### config.mk
export PLATFORM = sky130hd
export DESIGN_NAME = calendar_date_arithmetic_top
export DESIGN_NICKNAME = d
export VERILOG_FILES = /design/src/rtl/cda_pkg.sv /design/src/rtl/cda_unit.sv /design/src/rtl/calendar_date_arithmetic_top.sv
export SDC_FILE = /design/constraint.sdc
export NUM_CORES = 1
export LEC_CHECK = 0
export BUFFER_PORTS_ARGS = -buffer_cell sky130_fd_sc_hd__buf_2
export CORE_MARGIN = 3
export CORE_UTILIZATION = 30
export DETAILED_ROUTE_END_ITERATION = 10
export HOLD_SLACK_MARGIN = 0.08
export PLACE_DENSITY = 0.41
export SETUP_SLACK_MARGIN = 0.1
export SYNTH_ARGS = -nofsm -noshare
export SYNTH_HDL_FRONTEND = slang
export SYNTH_HIERARCHICAL = 1
export SYNTH_SLANG_ARGS = --single-unit
### constraint.sdc
create_clock -name clk -period 10.7 [get_ports clk]
set_input_delay 2.14 -clock clk [delete_from_list [all_inputs] [get_ports clk]]
set_output_delay 2.14 -clock clk [all_outputs]
set_load 0.02 [all_outputs]
### src/rtl/cda_pkg.sv
package cda_pkg;

  // width of the shared remainder / accumulator datapath
  localparam int UW = 23;
  // width of a signed day number
  localparam int DW = UW + 1;

  localparam int YEAR_MAX = 9999;
  localparam int DIST_MAX = 4194303;
  // days from 0000-01-01 to 0001-01-01
  localparam int DAYS_TO_Y1 = 366;

  localparam logic [1:0] OP_ADD  = 2'd0;
  localparam logic [1:0] OP_SUB  = 2'd1;
  localparam logic [1:0] OP_DIFF = 2'd2;
  localparam logic [1:0] OP_CMP  = 2'd3;

  localparam logic [1:0] REL_EQ = 2'd0;
  localparam logic [1:0] REL_LT = 2'd1;
  localparam logic [1:0] REL_GT = 2'd2;

  localparam logic [3:0] LAST_STEP = 4'd14;
  localparam logic [3:0] MONTH_DEC = 4'd11;

  typedef struct packed {
    logic          load;
    logic          step;
    logic [UW-1:0] rem_init;
    logic [UW-1:0] divisor;
    logic [UW-1:0] addend;
  } unit_ctl_t;

  typedef struct packed {
    logic [UW-1:0] divisor;
    logic [UW-1:0] addend;
  } step_const_t;

  // restoring division schedule over 400, 100, 4 and 1 year blocks
  // years -> days when to_date is low, days -> years when it is high
  function automatic step_const_t step_const(logic to_date, logic [3:0] s);
    step_const_t c;
    logic [UW-1:0] base_y;
    logic [UW-1:0] base_d;
    logic [2:0] sh;
    if (s < 4'd6) begin
      base_y = UW'(400);
      base_d = UW'(146097);
      sh = 3'(4'd5 - s);
    end else if (s < 4'd8) begin
      base_y = UW'(100);
      base_d = UW'(36524);
      sh = 3'(4'd7 - s);
    end else if (s < 4'd13) begin
      base_y = UW'(4);
      base_d = UW'(1461);
      sh = 3'(4'd12 - s);
    end else begin
      base_y = UW'(1);
      base_d = UW'(365);
      sh = 3'(LAST_STEP - s);
    end
    if (to_date) begin
      c.divisor = base_d << sh;
      c.addend  = base_y << sh;
    end else begin
      c.divisor = base_y << sh;
      c.addend  = base_d << sh;
    end
    return c;
  endfunction

  function automatic logic [3:0] clamp_month(logic [3:0] m);
    logic [3:0] r;
    if (m == 4'd0) begin
      r = 4'd1;
    end else if (m > 4'd12) begin
      r = 4'd12;
    end else begin
      r = m;
    end
    return r;
  endfunction

  // days before the first of month m (1..12) in a common year
  function automatic logic [8:0] cum_days(logic [3:0] m);
    logic [8:0] r;
    case (m)
      4'd1:    r = 9'd0;
      4'd2:    r = 9'd31;
      4'd3:    r = 9'd59;
      4'd4:    r = 9'd90;
      4'd5:    r = 9'd120;
      4'd6:    r = 9'd151;
      4'd7:    r = 9'd181;
      4'd8:    r = 9'd212;
      4'd9:    r = 9'd243;
      4'd10:   r = 9'd273;
      4'd11:   r = 9'd304;
      4'd12:   r = 9'd334;
      default: r = 9'd0;
    endcase
    return r;
  endfunction

  // length of month, index from 0 for january
  function automatic logic [4:0] month_len(logic [3:0] idx, logic leap);
    logic [4:0] r;
    case (idx)
      4'd0, 4'd2, 4'd4, 4'd6, 4'd7, 4'd9, 4'd11: r = 5'd31;
      4'd1:    r = leap ? 5'd29 : 5'd28;
      default: r = 5'd30;
    endcase
    return r;
  endfunction

endpackage

### src/rtl/cda_unit.sv
module cda_unit (
  input  logic                    clk,
  input  cda_pkg::unit_ctl_t      ctl,
  output logic [cda_pkg::UW-1:0]  rem,
  output logic [cda_pkg::UW-1:0]  acc,
  output logic                    take
);
  import cda_pkg::*;

  logic [UW-1:0] rem_r, rem_nxt;
  logic [UW-1:0] acc_r, acc_nxt;
  logic [UW:0]   diff;

  // compare and subtract in one go, carry out says whether it fits
  assign diff = {1'b0, rem_r} - {1'b0, ctl.divisor};
  assign take = ~diff[UW];

  always_comb begin
    rem_nxt = rem_r;
    acc_nxt = acc_r;
    if (ctl.load) begin
      rem_nxt = ctl.rem_init;
      acc_nxt = '0;
    end else if (ctl.step && take) begin
      rem_nxt = diff[UW-1:0];
      acc_nxt = acc_r + ctl.addend;
    end
  end

  always_ff @(posedge clk) begin
    rem_r <= rem_nxt;
    acc_r <= acc_nxt;
  end

  assign rem = rem_r;
  assign acc = acc_r;

endmodule

### src/rtl/calendar_date_arithmetic_top.sv
// Gregorian date add, subtract, difference and compare. One item is taken at a
// time. The conversions share one compare-subtract unit: each date is converted
// to a day number in 15 steps over 400/100/4/1 year blocks, a day number goes
// back to a year in another 15 steps, and the month is found by stepping one
// month per cycle. A date in year 0 skips its 15 conversion steps and a shift
// that leaves the year range stops before the month search, so those items
// finish sooner. The result sits in an output register, so a new item is taken
// while an earlier result still waits for the receiver; a finished result that
// finds that register still full waits until it is free.
module calendar_date_arithmetic_top (
  input  logic        clk,
  input  logic        rst_n,
  input  logic        in_valid,
  output logic        in_stall,
  input  logic [1:0]  in_opcode,
  input  logic [13:0] in_first_year,
  input  logic [3:0]  in_first_month,
  input  logic [4:0]  in_first_day,
  input  logic [13:0] in_second_year,
  input  logic [3:0]  in_second_month,
  input  logic [4:0]  in_second_day,
  input  logic [15:0] in_day_count,
  output logic        out_valid,
  input  logic        out_stall,
  output logic [13:0] out_result_year,
  output logic [3:0]  out_result_month,
  output logic [4:0]  out_result_day,
  output logic [21:0] out_distance,
  output logic [1:0]  out_relation,
  output logic        out_range_error
);
  import cda_pkg::*;

  typedef enum logic [8:0] {
    S_IDLE  = 9'b000000001,
    S_DAYS  = 9'b000000010,
    S_FIN   = 9'b000000100,
    S_DIFF  = 9'b000001000,
    S_SHIFT = 9'b000010000,
    S_SPLIT = 9'b000100000,
    S_YCHK  = 9'b001000000,
    S_MONTH = 9'b010000000,
    S_DONE  = 9'b100000000
  } state_t;

  state_t state_r, state_nxt;
  logic   out_valid_r, out_valid_nxt;

  logic [1:0]  op_r, op_nxt;
  logic [13:0] y1_r, y1_nxt, y2_r, y2_nxt;
  logic [3:0]  m1_r, m1_nxt, m2_r, m2_nxt;
  logic [4:0]  d1_r, d1_nxt, d2_r, d2_nxt;
  logic [15:0] cnt_r, cnt_nxt;
  logic        sel_b_r, sel_b_nxt;
  logic [3:0]  step_r, step_nxt;
  logic [8:0]  r400_r, r400_nxt;
  logic [8:0]  qb_r, qb_nxt;
  logic        leap_r, leap_nxt;
  logic [DW-1:0] day_a_r, day_a_nxt, day_b_r, day_b_nxt;

  logic [13:0] res_year_r, res_year_nxt;
  logic [3:0]  res_month_r, res_month_nxt;
  logic [4:0]  res_day_r, res_day_nxt;
  logic [21:0] res_dist_r, res_dist_nxt;
  logic [1:0]  res_rel_r, res_rel_nxt;
  logic        res_err_r, res_err_nxt;

  logic [13:0] out_year_r;
  logic [3:0]  out_month_r;
  logic [4:0]  out_day_r;
  logic [21:0] out_dist_r;
  logic [1:0]  out_rel_r;
  logic        out_err_r;

  unit_ctl_t   ctl;
  logic [UW-1:0] u_rem, u_acc;
  logic        u_take;

  logic        accept;
  logic        slot_free;
  logic [3:0]  in_m1c, in_m2c;
  logic [1:0]  cmp_rel;
  logic [13:0] cur_y;
  logic [3:0]  cur_m;
  logic [4:0]  cur_d;
  logic        leap_in;
  logic [DW-1:0] base_days, dnum;
  logic [DW-1:0] dn1;
  logic [DW-1:0] a_minus_b, b_minus_a, abs_diff;
  logic [UW-1:0] year_calc;
  step_const_t sc;

  cda_unit u_unit (
    .clk  (clk),
    .ctl  (ctl),
    .rem  (u_rem),
    .acc  (u_acc),
    .take (u_take)
  );

  assign in_stall  = (state_r != S_IDLE);
  assign accept    = in_valid && !in_stall;
  assign slot_free = !out_valid_r || !out_stall;

  assign in_m1c = clamp_month(in_first_month);
  assign in_m2c = clamp_month(in_second_month);

  always_comb begin
    if (in_first_year != in_second_year) begin
      cmp_rel = (in_first_year < in_second_year) ? REL_LT : REL_GT;
    end else if (in_m1c != in_m2c) begin
      cmp_rel = (in_m1c < in_m2c) ? REL_LT : REL_GT;
    end else if (in_first_day != in_second_day) begin
      cmp_rel = (in_first_day < in_second_day) ? REL_LT : REL_GT;
    end else begin
      cmp_rel = REL_EQ;
    end
  end

  assign cur_y = sel_b_r ? y2_r : y1_r;
  assign cur_m = sel_b_r ? m2_r : m1_r;
  assign cur_d = sel_b_r ? d2_r : d1_r;

  // leap test from (year - 1) mod 400; year 0 counts as leap
  assign leap_in = (cur_y == 14'd0) || (r400_r == 9'd399) ||
                   ((r400_r[1:0] == 2'b11) && (r400_r != 9'd99) &&
                    (r400_r != 9'd199) && (r400_r != 9'd299));

  assign base_days = (cur_y == 14'd0) ? '0 : (DW'(u_acc) + DW'(DAYS_TO_Y1));
  assign dnum = base_days + DW'(cum_days(cur_m)) +
                DW'((cur_m > 4'd2) && leap_in) + DW'(cur_d) - DW'(1);

  // day number of the shifted date, counted from 0001-01-01
  assign dn1 = (op_r == OP_ADD) ?
               (day_a_r + DW'(cnt_r) - DW'(DAYS_TO_Y1)) :
               (day_a_r - DW'(cnt_r) - DW'(DAYS_TO_Y1));

  assign a_minus_b = day_a_r - day_b_r;
  assign b_minus_a = day_b_r - day_a_r;
  assign abs_diff  = a_minus_b[DW-1] ? b_minus_a : a_minus_b;

  assign year_calc = u_acc + UW'(1);

  assign sc = step_const(state_r == S_SPLIT, step_r);

  // shared unit control, apart from the state logic that reads take
  always_comb begin
    ctl = '0;
    case (state_r)
      S_IDLE: begin
        if (accept && (in_opcode != OP_CMP)) begin
          ctl.load     = 1'b1;
          ctl.rem_init = UW'(in_first_year) - UW'(1);
        end
      end

      S_DAYS, S_SPLIT: begin
        ctl.step    = 1'b1;
        ctl.divisor = sc.divisor;
        ctl.addend  = sc.addend;
      end

      S_FIN: begin
        if (!sel_b_r && (op_r == OP_DIFF)) begin
          ctl.load     = 1'b1;
          ctl.rem_init = UW'(y2_r) - UW'(1);
        end
      end

      S_SHIFT: begin
        if (!dn1[DW-1]) begin
          ctl.load     = 1'b1;
          ctl.rem_init = dn1[UW-1:0];
        end
      end

      S_YCHK: begin
        if (year_calc <= UW'(YEAR_MAX)) begin
          ctl.load     = 1'b1;
          ctl.rem_init = u_rem;
        end
      end

      S_MONTH: begin
        // the unit only moves on when the month fits
        ctl.divisor = UW'(month_len(u_acc[3:0], leap_r));
        ctl.addend  = UW'(1);
        ctl.step    = (u_acc[3:0] != MONTH_DEC);
      end

      default: begin
        ctl = '0;
      end
    endcase
  end

  always_comb begin
    state_nxt     = state_r;
    out_valid_nxt = out_valid_r && out_stall;
    op_nxt        = op_r;
    y1_nxt        = y1_r;
    m1_nxt        = m1_r;
    d1_nxt        = d1_r;
    y2_nxt        = y2_r;
    m2_nxt        = m2_r;
    d2_nxt        = d2_r;
    cnt_nxt       = cnt_r;
    sel_b_nxt     = sel_b_r;
    step_nxt      = step_r;
    r400_nxt      = r400_r;
    qb_nxt        = qb_r;
    leap_nxt      = leap_r;
    day_a_nxt     = day_a_r;
    day_b_nxt     = day_b_r;
    res_year_nxt  = res_year_r;
    res_month_nxt = res_month_r;
    res_day_nxt   = res_day_r;
    res_dist_nxt  = res_dist_r;
    res_rel_nxt   = res_rel_r;
    res_err_nxt   = res_err_r;

    case (state_r)
      S_IDLE: begin
        if (accept) begin
          op_nxt        = in_opcode;
          y1_nxt        = in_first_year;
          m1_nxt        = in_m1c;
          d1_nxt        = in_first_day;
          y2_nxt        = in_second_year;
          m2_nxt        = in_m2c;
          d2_nxt        = in_second_day;
          cnt_nxt       = in_day_count;
          sel_b_nxt     = 1'b0;
          step_nxt      = '0;
          res_year_nxt  = '0;
          res_month_nxt = '0;
          res_day_nxt   = '0;
          res_dist_nxt  = '0;
          res_rel_nxt   = REL_EQ;
          res_err_nxt   = 1'b0;
          if (in_opcode == OP_CMP) begin
            res_rel_nxt = cmp_rel;
            state_nxt   = S_DONE;
          end else begin
            state_nxt    = (in_first_year == 14'd0) ? S_FIN : S_DAYS;
          end
        end
      end

      S_DAYS: begin
        step_nxt    = step_r + 4'd1;
        // remainder after the 400 year block is the year position in its cycle
        if (step_r == 4'd6) begin
          r400_nxt = u_rem[8:0];
        end
        if (step_r == LAST_STEP) begin
          state_nxt = S_FIN;
        end
      end

      S_FIN: begin
        if (!sel_b_r) begin
          day_a_nxt = dnum;
          if (op_r == OP_DIFF) begin
            sel_b_nxt    = 1'b1;
            step_nxt     = '0;
            state_nxt    = (y2_r == 14'd0) ? S_FIN : S_DAYS;
          end else begin
            state_nxt = S_SHIFT;
          end
        end else begin
          day_b_nxt = dnum;
          state_nxt = S_DIFF;
        end
      end

      S_DIFF: begin
        if (abs_diff > DW'(DIST_MAX)) begin
          res_dist_nxt = 22'(DIST_MAX);
        end else begin
          res_dist_nxt = abs_diff[21:0];
        end
        state_nxt = S_DONE;
      end

      S_SHIFT: begin
        if (dn1[DW-1]) begin
          res_err_nxt = 1'b1;
          state_nxt   = S_DONE;
        end else begin
          step_nxt     = '0;
          state_nxt    = S_SPLIT;
        end
      end

      S_SPLIT: begin
        step_nxt    = step_r + 4'd1;
        // keep the quotient bits of the century, 4 year and single year steps
        qb_nxt      = {qb_r[7:0], u_take};
        if (step_r == LAST_STEP) begin
          state_nxt = S_YCHK;
        end
      end

      S_YCHK: begin
        if (year_calc > UW'(YEAR_MAX)) begin
          res_err_nxt = 1'b1;
          state_nxt   = S_DONE;
        end else begin
          res_year_nxt = year_calc[13:0];
          leap_nxt     = (qb_r[1:0] == 2'd3) &&
                         ((qb_r[6:2] != 5'd24) || (qb_r[8:7] == 2'd3));
          state_nxt    = S_MONTH;
        end
      end

      S_MONTH: begin
        if (!u_take || (u_acc[3:0] == MONTH_DEC)) begin
          res_month_nxt = u_acc[3:0] + 4'd1;
          res_day_nxt   = u_rem[4:0] + 5'd1;
          state_nxt     = S_DONE;
        end
      end

      S_DONE: begin
        if (slot_free) begin
          out_valid_nxt = 1'b1;
          state_nxt     = S_IDLE;
        end
      end

      default: begin
        state_nxt = S_IDLE;
      end
    endcase
  end

  always_ff @(posedge clk) begin
    if (!rst_n) begin
      state_r     <= S_IDLE;
      out_valid_r <= 1'b0;
    end else begin
      state_r     <= state_nxt;
      out_valid_r <= out_valid_nxt;
    end
  end

  always_ff @(posedge clk) begin
    op_r        <= op_nxt;
    y1_r        <= y1_nxt;
    m1_r        <= m1_nxt;
    d1_r        <= d1_nxt;
    y2_r        <= y2_nxt;
    m2_r        <= m2_nxt;
    d2_r        <= d2_nxt;
    cnt_r       <= cnt_nxt;
    sel_b_r     <= sel_b_nxt;
    step_r      <= step_nxt;
    r400_r      <= r400_nxt;
    qb_r        <= qb_nxt;
    leap_r      <= leap_nxt;
    day_a_r     <= day_a_nxt;
    day_b_r     <= day_b_nxt;
    res_year_r  <= res_year_nxt;
    res_month_r <= res_month_nxt;
    res_day_r   <= res_day_nxt;
    res_dist_r  <= res_dist_nxt;
    res_rel_r   <= res_rel_nxt;
    res_err_r   <= res_err_nxt;
  end

  // output register loads when a finished item moves out
  always_ff @(posedge clk) begin
    if ((state_r == S_DONE) && slot_free) begin
      out_year_r  <= res_year_r;
      out_month_r <= res_month_r;
      out_day_r   <= res_day_r;
      out_dist_r  <= res_dist_r;
      out_rel_r   <= res_rel_r;
      out_err_r   <= res_err_r;
    end
  end

  assign out_valid        = out_valid_r;
  assign out_result_year  = out_year_r;
  assign out_result_month = out_month_r;
  assign out_result_day   = out_day_r;
  assign out_distance     = out_dist_r;
  assign out_relation     = out_rel_r;
  assign out_range_error  = out_err_r;

endmodule
== Yosys cells after proc, flatten, opt, wreduce, memory -nomap -nowiden ==
Memory sizes are Yosys's and may differ from the RTL's.
Index checks and enable logic that the tools add are counted.

* Register bits after elaboration: 288
* Bits in latches: 0
* Memory bits (writable): 0
* Memory bits (read-only): 144
* Input port bits: 68
* Memories kept: 1

* Add/sub/neg operators: 23
* Multipliers: 0
* Div/mod/pow operators: 0
* Magnitude comparators: 12
* Equality and inequality tests: 46
* Shift-type cells: 2
* Muxes and demuxes: 80
* Bitwise gates (word level): 3
* Reduce and logical (&&, ||, !) cells: 49

{| class="wikitable"
|+ Memories
! memory !! words !! width !! rd ports !! clocked after memory_dff !! wr ports !! RTL line !! source
|-
| (name not given) || 16 || 9 || 1 || 0 || 0 || cda_pkg.sv:87 || <nowiki>case (m)</nowiki>
|}

{| class="wikitable"
|+ Operators by type and width
! operator !! number
|-
| $mux 23 || 6
|-
| $pmux 23 s4 || 1
|-
| $pmux 46 s2 || 1
|-
| $mux 9 || 10
|-
| $pmux 9 s9 || 1
|-
| $mux 24 || 3
|-
| $sub 24x24->24 || 2
|-
| $sub 24x9->24 const B || 2
|-
| $mux 46 || 1
|-
| $shl 23x3->23 || 2
|-
| $mux 22 || 2
|-
| $pmux 22 s2 || 1
|-
| $logic_not 14->1 || 3
|-
| $mux 14 || 3
|-
| $mux 4 || 10
|-
| $sub 14x1->15 const B || 2
|-
| $pmux 14 s2 || 1
|-
| $add 23x9->24 const B || 1
|-
| $add 24x1->24 || 1
|-
| $add 24x16->24 || 1
|-
| $add 24x5->24 || 1
|-
| $add 24x9->24 || 1
|-
| $gt 24x22->1 const B || 1
|-
| $sub 23x23->24 || 1
|-
| 72 further kinds || 157
|}

== Depth between registers and ports, before layout ==
Gate-level depths: netlist of run 1.

* Depth after elaboration: 12
* Depth in mapped cells: 29

== Hierarchy ==
Netlist of run 1, hierarchy kept.

{| class="wikitable"
|+ By module, submodules not included
! module !! instances !! cells each !! area each (um^2) !! sequential area each (um^2)
|-
| calendar_date_arithmetic_top || 1 || 2032 || 18806.8 || 7166.9
|-
| cda_unit || 1 || 522 || 4290.4 || 1151.1
|}

== Worst setup path before layout of run 1 ==
Ideal clock, no wire load.

* Kind: register to register
* Start point: register y2_r[2]
* End point: register day_a_r[22] (data pin)
* Setup time: 197 ps
* Arrival time: 5582 ps
* Data required time: 10503 ps
* Path slack: 4922 ps
* Cell stages (with the launch flop): 24
* Path buffers: 1
* Path through: edfxtp_1 -> nor3_1 -> nand2b_1 -> nor2b_1 -> nand2_1 -> o41ai_1 -> clkbuf_1 -> or2_2 -> ha_1 -> fa_1 -> inv_1 -> ha_1 -> a21o_1 -> a21oi_1 -> o21bai_1 -> a211o_1 -> a31oi_1 -> o21ai_1 -> a41o_1 -> nor4_1 -> nor4_1 -> o21a_1 -> o21a_1 -> o311ai_1

* Cells in the longest elaborated chain, start to end: 8
* Elaborated cells on any way between the ends: 10

{| class="wikitable"
|+ RTL lines
! item !! RTL line !! source
|-
| start: declaration || calendar_date_arithmetic_top.sv:50 || <nowiki>logic [13:0] y1_r, y1_nxt, y2_r, y2_nxt;</nowiki>
|-
| start signal: assignment || calendar_date_arithmetic_top.sv:353 || <nowiki>y2_r <= y2_nxt;</nowiki>
|-
| $mux 14 * || calendar_date_arithmetic_top.sv:120 || <nowiki>assign cur_y = sel_b_r ? y2_r : y1_r;</nowiki>
|-
| $logic_not 14->1 * || calendar_date_arithmetic_top.sv:125, calendar_date_arithmetic_top.sv:129 ||
|-
| branches (longest 3 deep; another with $add 24x9->24) || - ||
|-
| $add 24x1->24 * || calendar_date_arithmetic_top.sv:130 || <nowiki>assign dnum = base_days + DW'(cum_days(cur_m)) +</nowiki>
|-
| $add 24x5->24 * || calendar_date_arithmetic_top.sv:131 || <nowiki>DW'((cur_m > 4'd2) && leap_in) + DW'(cur_d) - DW'(1);</nowiki>
|-
| $sub 24x1->24 * || calendar_date_arithmetic_top.sv:131 ||
|-
| via dnum[22] || calendar_date_arithmetic_top.sv:87 || <nowiki>logic [DW-1:0] base_days, dnum;</nowiki>
|-
| end signal: assignment || calendar_date_arithmetic_top.sv:362 || <nowiki>day_a_r <= day_a_nxt;</nowiki>
|-
| end: declaration || calendar_date_arithmetic_top.sv:59 || <nowiki>logic [DW-1:0] day_a_r, day_a_nxt, day_b_r, day_b_nxt;</nowiki>
|}

Mark *: on every way through the listed nets, which the timed path passes.
A chain may end at the register's enable or synchronous reset.

==> metrics, run 1 <==
status finished clean; signal arrival time at the worst endpoint 6.97 ns; Total Die Area 80,400 sq um; Final setup violation count 0; syn avg cell area 9.04 sq um; fmax 147 MHz; ys async rst share 0%; Worst setup SP type flop; Final Hold Viols 0; num ports 118; XOR/XNOR Fraction of Synth Area 6.41%; Fin Setup TNS 0 ns; HPWL after DPL 58.7 mm; Final WS setup 3.90 ns; max cap viols 0; post-CTS setup buffer count 0; top-count cell post-synth ha_1; Compound-Gate Fraction of Synth Area about a fifth; initial antenna violation count 1; reg2reg path depth 15; PD cells 221 nW/um^2; yosys warns 6; Clock Pin Slew Worst Setup and Hold Paths about 0.06 ns; register area share after synthesis a little over a third; Stages on worst setup path 15; PostCTS Resize Cnt 0; initial drt markers about 1,300; Hold Slack 0.417 ns; Area Growth Syn to Fin 12.1%; synth top area cells edfxtp_1 33%, ha_1 14%, a21oi_1 5.0%; Critical path buffers and inverters 1; via/cell ratio about 5.2; Die Y 283 um; initial core utilization a little under a third; Post-Route WL around 74 mm; DRC violations left 0; fill count 7,986; mux cell area share after synthesis between 1 and 1.5%; Non-Filler Instances 3,685; worst-margin pin slew 1.40 ns; part of the power in registers 30.6%; crit-path max FO 24; worst skew pair latency 0.56 ns; register area 8320 sq um; r2r startpoint step_r[2]; Pwr Total 5720 uW; Synth Instances 2,554; Pre-antenna DRT Iters 5; RSZ-0062 raised after global routing false; Antenna Nets Post-Route 0; EDFF count, synth 255; clk buf depth 3; Synth Flop Type edfxtp_1; share of layout cells above drive strength 1 around a tenth; first-pass GRT wire length 113 mm; vias in the first global route 18,900; Cells after DPL 3,618; Multi-input gate area 13,400 sq um; Yosys cell types 103; clock share of power 22.8%; CP endpoint u_unit/rem[2]; maximum vdd drop 0.112 mV; Port-buffer cells ~120; crit path kind flop to flop; Slew Viols, Final 0; hold-fix buffers at CTS 0; Slew HR 5.79%; chip width 283 um; reg2reg setup slack 3.90 ns; total congestion overflow 0; WL/cell 20.0 um; Critical Path End Type flop; dominant cell type by area after synthesis edfxtp_1; core area 76,100 sq um; clock skew 0.0254 ns; Required @ worst endpoint 10.87 ns; CP top delay family simple AND/OR/NAND/NOR gates; nets 2,968; Clock Root Buffer clkbuf_16; Most common cell on crit path nand2_1; Final period util a little under two thirds; Post-synth top cells 259 x ha_1, 255 x edfxtp_1, 240 x inv_1; combinational power share a little under half; CP max stage delay 0.99 ns; dpl ws 3.97 ns; worst min path class flop to flop; Final min period between 6 and 7 ns; CP Cell Sequence nor2b_1 > nand2_1 > fa_1 > nor3_1 > a21oi_1 > or2_2 > o22ai_1 > inv_1 > ha_1 > a21o_1 > a31oi_1 > or3_1 > nand3_1 > nand3_2 > nand2_1; RR Endpoint u_unit/rem[2]; CTS Sinks 288; CTS Buf Count 38; Netlist Area Pre-Place 23,100 sq um; ANT cells 0; Net Count, Synth 2,894; Net Switching 2410 uW; main combinational cell family by area after synthesis compound AO/OA/AOI/OAI gates; CTS H-tree depth 2; CP startpoint step_r[2]; Post-Synth Adder-Cell Area 15.2%; #FFs+latches synth 288; Sw Ratio 42.1%; Post-Synth Simple-Gate Area 16.1%; CTS tree built; CP max stage cell nand2_1; std cell rows 101; GRT Total Usage 17.9%; Placer Congestion 0.868; Leakage between 0.01 and 0.015 uW; pin count of the biggest net entering global routing 67; vias after detailed routing 19,000; top cell type's share of synthesized area ~33%; Pint around 3300 uW
metrics by stage:
stage	area, sq um	util (%)
2_1_floorplan	23100	-
3_3_place_gp	24600	32.4
3_5_place_dp	24600	32.4
4_1_cts	25900	34.0
5_1_grt	25900	34.0
6_report	25900	34.0
sequential cells by signal (all words and copies together), names as in the netlist, 14 cells and up:
| name | count |
|---|---|
| day_b_r | 24 |
| out_distance | 22 |
| day_a_r | 24 |
| y1_r | 14 |
| res_year_r | 14 |
| res_dist_r | 22 |
| u_unit/acc | 23 |
| y2_r | 14 |
| cnt_r | 16 |
| out_result_year | 14 |
| u_unit/rem | 23 |
power by group through the flow:
stage / logic (uW) / clock network, uW / registers (uW)
after CTS: 2700 / 1350 / 1750
final: 2670 / 1300 / 1750
after global placement: 2680 / 0 / 1770
after global routing: 2990 / 1390 / 1770
after floorplan: 1940 / 0 / 1680
after detailed placement: 2680 / 0 / 1780
layer usage:
layer,vias up,GRT usage (%),routed length (um)
met3,84,2.19,2880
met1,9195,24.1,34700
li1,9332,-,-
met2,402,30.6,34700
met4,0,4.16,1530
met5,-,0,0
final cells by class:
class | instances | share of cell area, %
sequential | 288 | 32.1
clock inverter | 20 | 0.933
tap | 1030 | 4.98
clock buffer | 47 | 3.88
timing repair buffer | 136 | 2.81
inverter | 241 | 3.49
multi-input combinational | 1923 | 51.8
how the worst min path moves through the flow:
stage,from,endpoint,slack [ns],cells after the start
floorplan,res_dist_r[0],out_distance[0],0.40,0
CTS,res_dist_r[2],out_distance[2],0.42,0
global route,res_year_r[6],out_result_year[6],0.42,0
detailed placement,res_dist_r[2],out_distance[2],0.40,0
global placement,res_year_r[10],out_result_year[10],0.40,0
finish,res_dist_r[2],out_distance[2],0.42,0
cell usage in the layout (no fill, tap or decap), types with 9 or more instances in the layout:
master,n
o22ai_1,39
nand4_1,20
and3_1,29
ha_1,259
nor2_1,211
edfxtp_1,255
a221oi_1,9
xor2_1,65
a21oi_1,230
and2_1,17
a31oi_1,29
buf_4,19
o21ai_1,25
nand2_1,215
nor3b_1,12
or2_2,17
or3_1,13
dfxtp_1,33
nor2b_1,23
o31ai_1,12
fa_1,13
xnor2_1,104
nor3_1,54
a211oi_1,19
mux2i_1,17
inv_1,239
o21a_1,29
o21ai_0,126
a21o_1,49
clkbuf_16,39
nand2b_1,30
buf_2,117
o21bai_1,11
o211ai_1,10
nand3_1,50
nor4_1,21
kinds of logic after synthesis:
group                    count (synthesis)
buffers and inverters                  343
XOR/XNOR                               169
multiplexers                            23
adder cells (fa/ha/maj)                273
AND/OR/NAND/NOR                        761
flip-flops                             288
AO/OA/AOI/OAI                          697
Power figures use the tool's default switching activity.
==> run 2, diff against run 1 <==
--- a/config.mk
+++ b/config.mk
@@ -5,12 +5,13 @@
 export SDC_FILE = /design/constraint.sdc
 export NUM_CORES = 1
 export LEC_CHECK = 0
+export ABC_AREA = 1
 export BUFFER_PORTS_ARGS = -buffer_cell sky130_fd_sc_hd__buf_2
 export CORE_MARGIN = 3
 export CORE_UTILIZATION = 30
 export DETAILED_ROUTE_END_ITERATION = 10
 export HOLD_SLACK_MARGIN = 0.08
-export PLACE_DENSITY = 0.41
+export PLACE_DENSITY = 0.42
 export SETUP_SLACK_MARGIN = 0.1
 export SYNTH_ARGS = -nofsm -noshare
 export SYNTH_HDL_FRONTEND = slang
==> constraint.sdc (replaced) <==
create_clock -name clk -period 5.65 [get_ports clk]
set_input_delay 1.13 -clock clk [delete_from_list [all_inputs] [get_ports clk]]
set_output_delay 1.13 -clock clk [all_outputs]
set_load 0.02 [all_outputs]
==> run 2 against run 1 <==
Sequential cell count is the same. Die area grew 9.7%. Total power grew 140%. Core utilization grew 0.075 points. Highest routed layer unchanged.
==> metrics, run 2 <==
status finished clean; mux cell area share after synthesis 0.276%; Die Y about 300 um; total congestion overflow 0; Non-Filler Instances 4,879; dpl ws approximately 0.42 ns; Post-Route WL 89.8 mm; chip width approximately 300 um; Fin Setup TNS 0 ns; Netlist Area Pre-Place 25,400 sq um; Pre-antenna DRT Iters 5; Post-Synth Simple-Gate Area 28.3%; DRC violations left 0; WL/cell 18.4 um; commonest non-fill, non-tap cells in the layout 935 x nand2_1, 616 x inv_1, 422 x nor2_1; Pwr Total between 10,000 and 15,000 uW; Cells after DPL approximately 4,800; ANT cells 0; CTS Buf Count 39; top cell type's share of synthesized area between 30 and 40%; initial core utilization 30.3%; worst min path class flop to flop; CP max stage delay 0.46 ns; Final min period 4.98 ns; Pint 7100 uW; first-pass GRT wire length between 100 and 150 mm; Placer Congestion 0.919; Slew Viols, Final 0; HPWL after DPL around 74 mm; worst-margin pin slew 1.10 ns; clock skew around 0.022 ns; Total Die Area around 90,000 sq um; XOR/XNOR Fraction of Synth Area 3.44%; Layout Utilization 34.1%; initial antenna violation count 1; Critical path buffers and inverters 7; Post-synth top cells 935 x nand2_1, 618 x inv_1, 429 x nor2_1; crit-path max FO 15; hold-fix buffers at CTS 0; RSZ-0062 raised after global routing false; share of layout cells above drive strength 1 7.24%; Final setup violation count 0; PD cells 478 nW/um^2; crit path kind flop to flop; combinational power share 55.4%; maximum vdd drop 0.412 mV; Net Switching 6550 uW; Clock Pin Slew Worst Setup and Hold Paths 0.06 ns; fmax between 200 and 250 MHz; nets 4,057; Final WS setup 0.666 ns; ys async rst share 0%; Net Count, Synth 3,926; vias after detailed routing approximately 23,000; Synth Flop Type edfxtp_1; Port-buffer cells 117; register area share after synthesis 32.8%; Synth Instances roughly 3,600; CP max stage cell fa_1; Slew HR 26.5%; commonest non-fill, non-tap cell in the layout nand2_1; Leakage 0.0136 uW; pin count of the biggest net entering global routing 67; Most common cell on crit path nand2_1; yosys warns 6; synth top area cells edfxtp_1 30%, nand2_1 14%, ha_1 13%; core area ~84,000 sq um; signal arrival time at the worst endpoint 5.49 ns; Required @ worst endpoint 6.16 ns; dominant cell type by area after synthesis edfxtp_1; clk buf depth 3; Final period util 88.2%; part of the power in registers 27.2%; syn avg cell area 7.08 sq um; Compound-Gate Fraction of Synth Area between 10% and 20%; Area Growth Syn to Fin 12.6%; num ports 118; vias in the first global route between 20,000 and 25,000; CP top delay family simple AND/OR/NAND/NOR gates; CTS H-tree depth 2; Regs by FF count day_a_r x24, day_b_r x24; Post-Synth Adder-Cell Area 13.8%; initial drt markers 1,549; top-count cell post-synth nand2_1; Sw Ratio 48.0%; CTS Sinks 288; Critical Path End Type flop; CTS tree built; Yosys cell types 55; clock share of power 17.4%; Antenna Nets Post-Route 0; worst skew pair latency 0.57 ns; Clock Root Buffer clkbuf_16; std cell rows approximately 110; Final Hold Viols 0; main combinational cell family by area after synthesis simple AND/OR/NAND/NOR gates; Worst setup SP type flop; via/cell ratio 4.75; max cap viols 0; GRT Total Usage approximately 20%; #FFs+latches synth approximately 290; EDFF count, synth 255
==> run 2: cell count changes in the layout (fill, tap and decap cells not counted), moves of 30 or more <==
cell / before / now
nand2b_1: 30 / 0
xnor2_1: 104 / 27
nand2_1: 215 / 935
inv_1: 239 / 616
o21ai_0: 126 / 165
nand3_1: 50 / 206
nor2_1: 211 / 422
a21o_1: 49 / 12
==> run 2: power groups by stage <==
stage                     clock, uW  combinational [uW]  sequential, uW
after CTS                      2470                7570            3730
after floorplan                   0                5270            3580
after global routing           2550                8670            3780
after global placement            0                7610            3780
after detailed placement          0                7520            3770
final                          2380                7560            3720
==> run 2: layer usage <==
| metal | global-route usage [%] | vias to the layer above | share of wire (%) | wire, um |
|---|---|---|---|---|
| met3 | 1.91 | 113 | 3.4 | 3040 |
| met4 | 5.75 | 0 | 2.9 | 2590 |
| met5 | 0 | - | 0 | 0 |
| met2 | 33.5 | 431 | 46 | 41100 |
| met1 | 27.5 | 10700 | 48 | 43100 |
| li1 | - | 11900 | - | - |
==> run 2: cells by family (layout without fill, tap and decap cells) <==
kind of cell,Yosys count,in the layout
mux,7,7
xor+xnor,99,99
compound gates,500,500
flops,288,288
simple gates,1737,1737
buf+inv,683,842
fa+ha+maj,272,272
==> run 2: repair_timing <==
action | in CTS | in global routing
endpoints found under the setup margin | 0 | 38
gates resized for setup | 0 | 6
buffers inserted | 0 | 0
hold endpoints to repair | 0 | 0
==> run 2: final timing paths <==
path / startpoint / slack, ns / end / depth (start not counted)
worst min-delay path: res_dist_r[5] / 0.41 / out_distance[5] / 0
worst max-delay path: step_r[0] / 0.67 / state_r[1] / 31
worst min register to register: res_dist_r[5] / 0.41 / out_distance[5] / 0
worst max register to register: step_r[0] / 0.67 / state_r[1] / 31
==> run 2: final cells by class <==
cell class | count | area (sq um)
timing repair buffer | 149 | 826
sequential | 288 | 8320
clock buffer | 44 | 995
multi-input combinational | 2615 | 14500
fill | 9258 | 55200
inverter | 624 | 2350
clock inverter | 25 | 204
tap | 1134 | 1420
==> run 2: worst reg2reg max path: cells and delay by family, from the launching register on <==
kind	cells	cell delay, ns
buffers and inverters	7	0.84
adder cells (fa/ha/maj)	3	1.04
flip-flops	1	0.43
AO/OA/AOI/OAI	4	0.67
AND/OR/NAND/NOR	17	1.96
==> run 2: per-stage QoR <==
stage               hold WS (ns)  cell area (sq um)
floorplan                  0.400              25400
detailed placement         0.405              27400
global route               0.416              28600
CTS                        0.412              28600
global placement           0.401              27400
finish                     0.410              28600
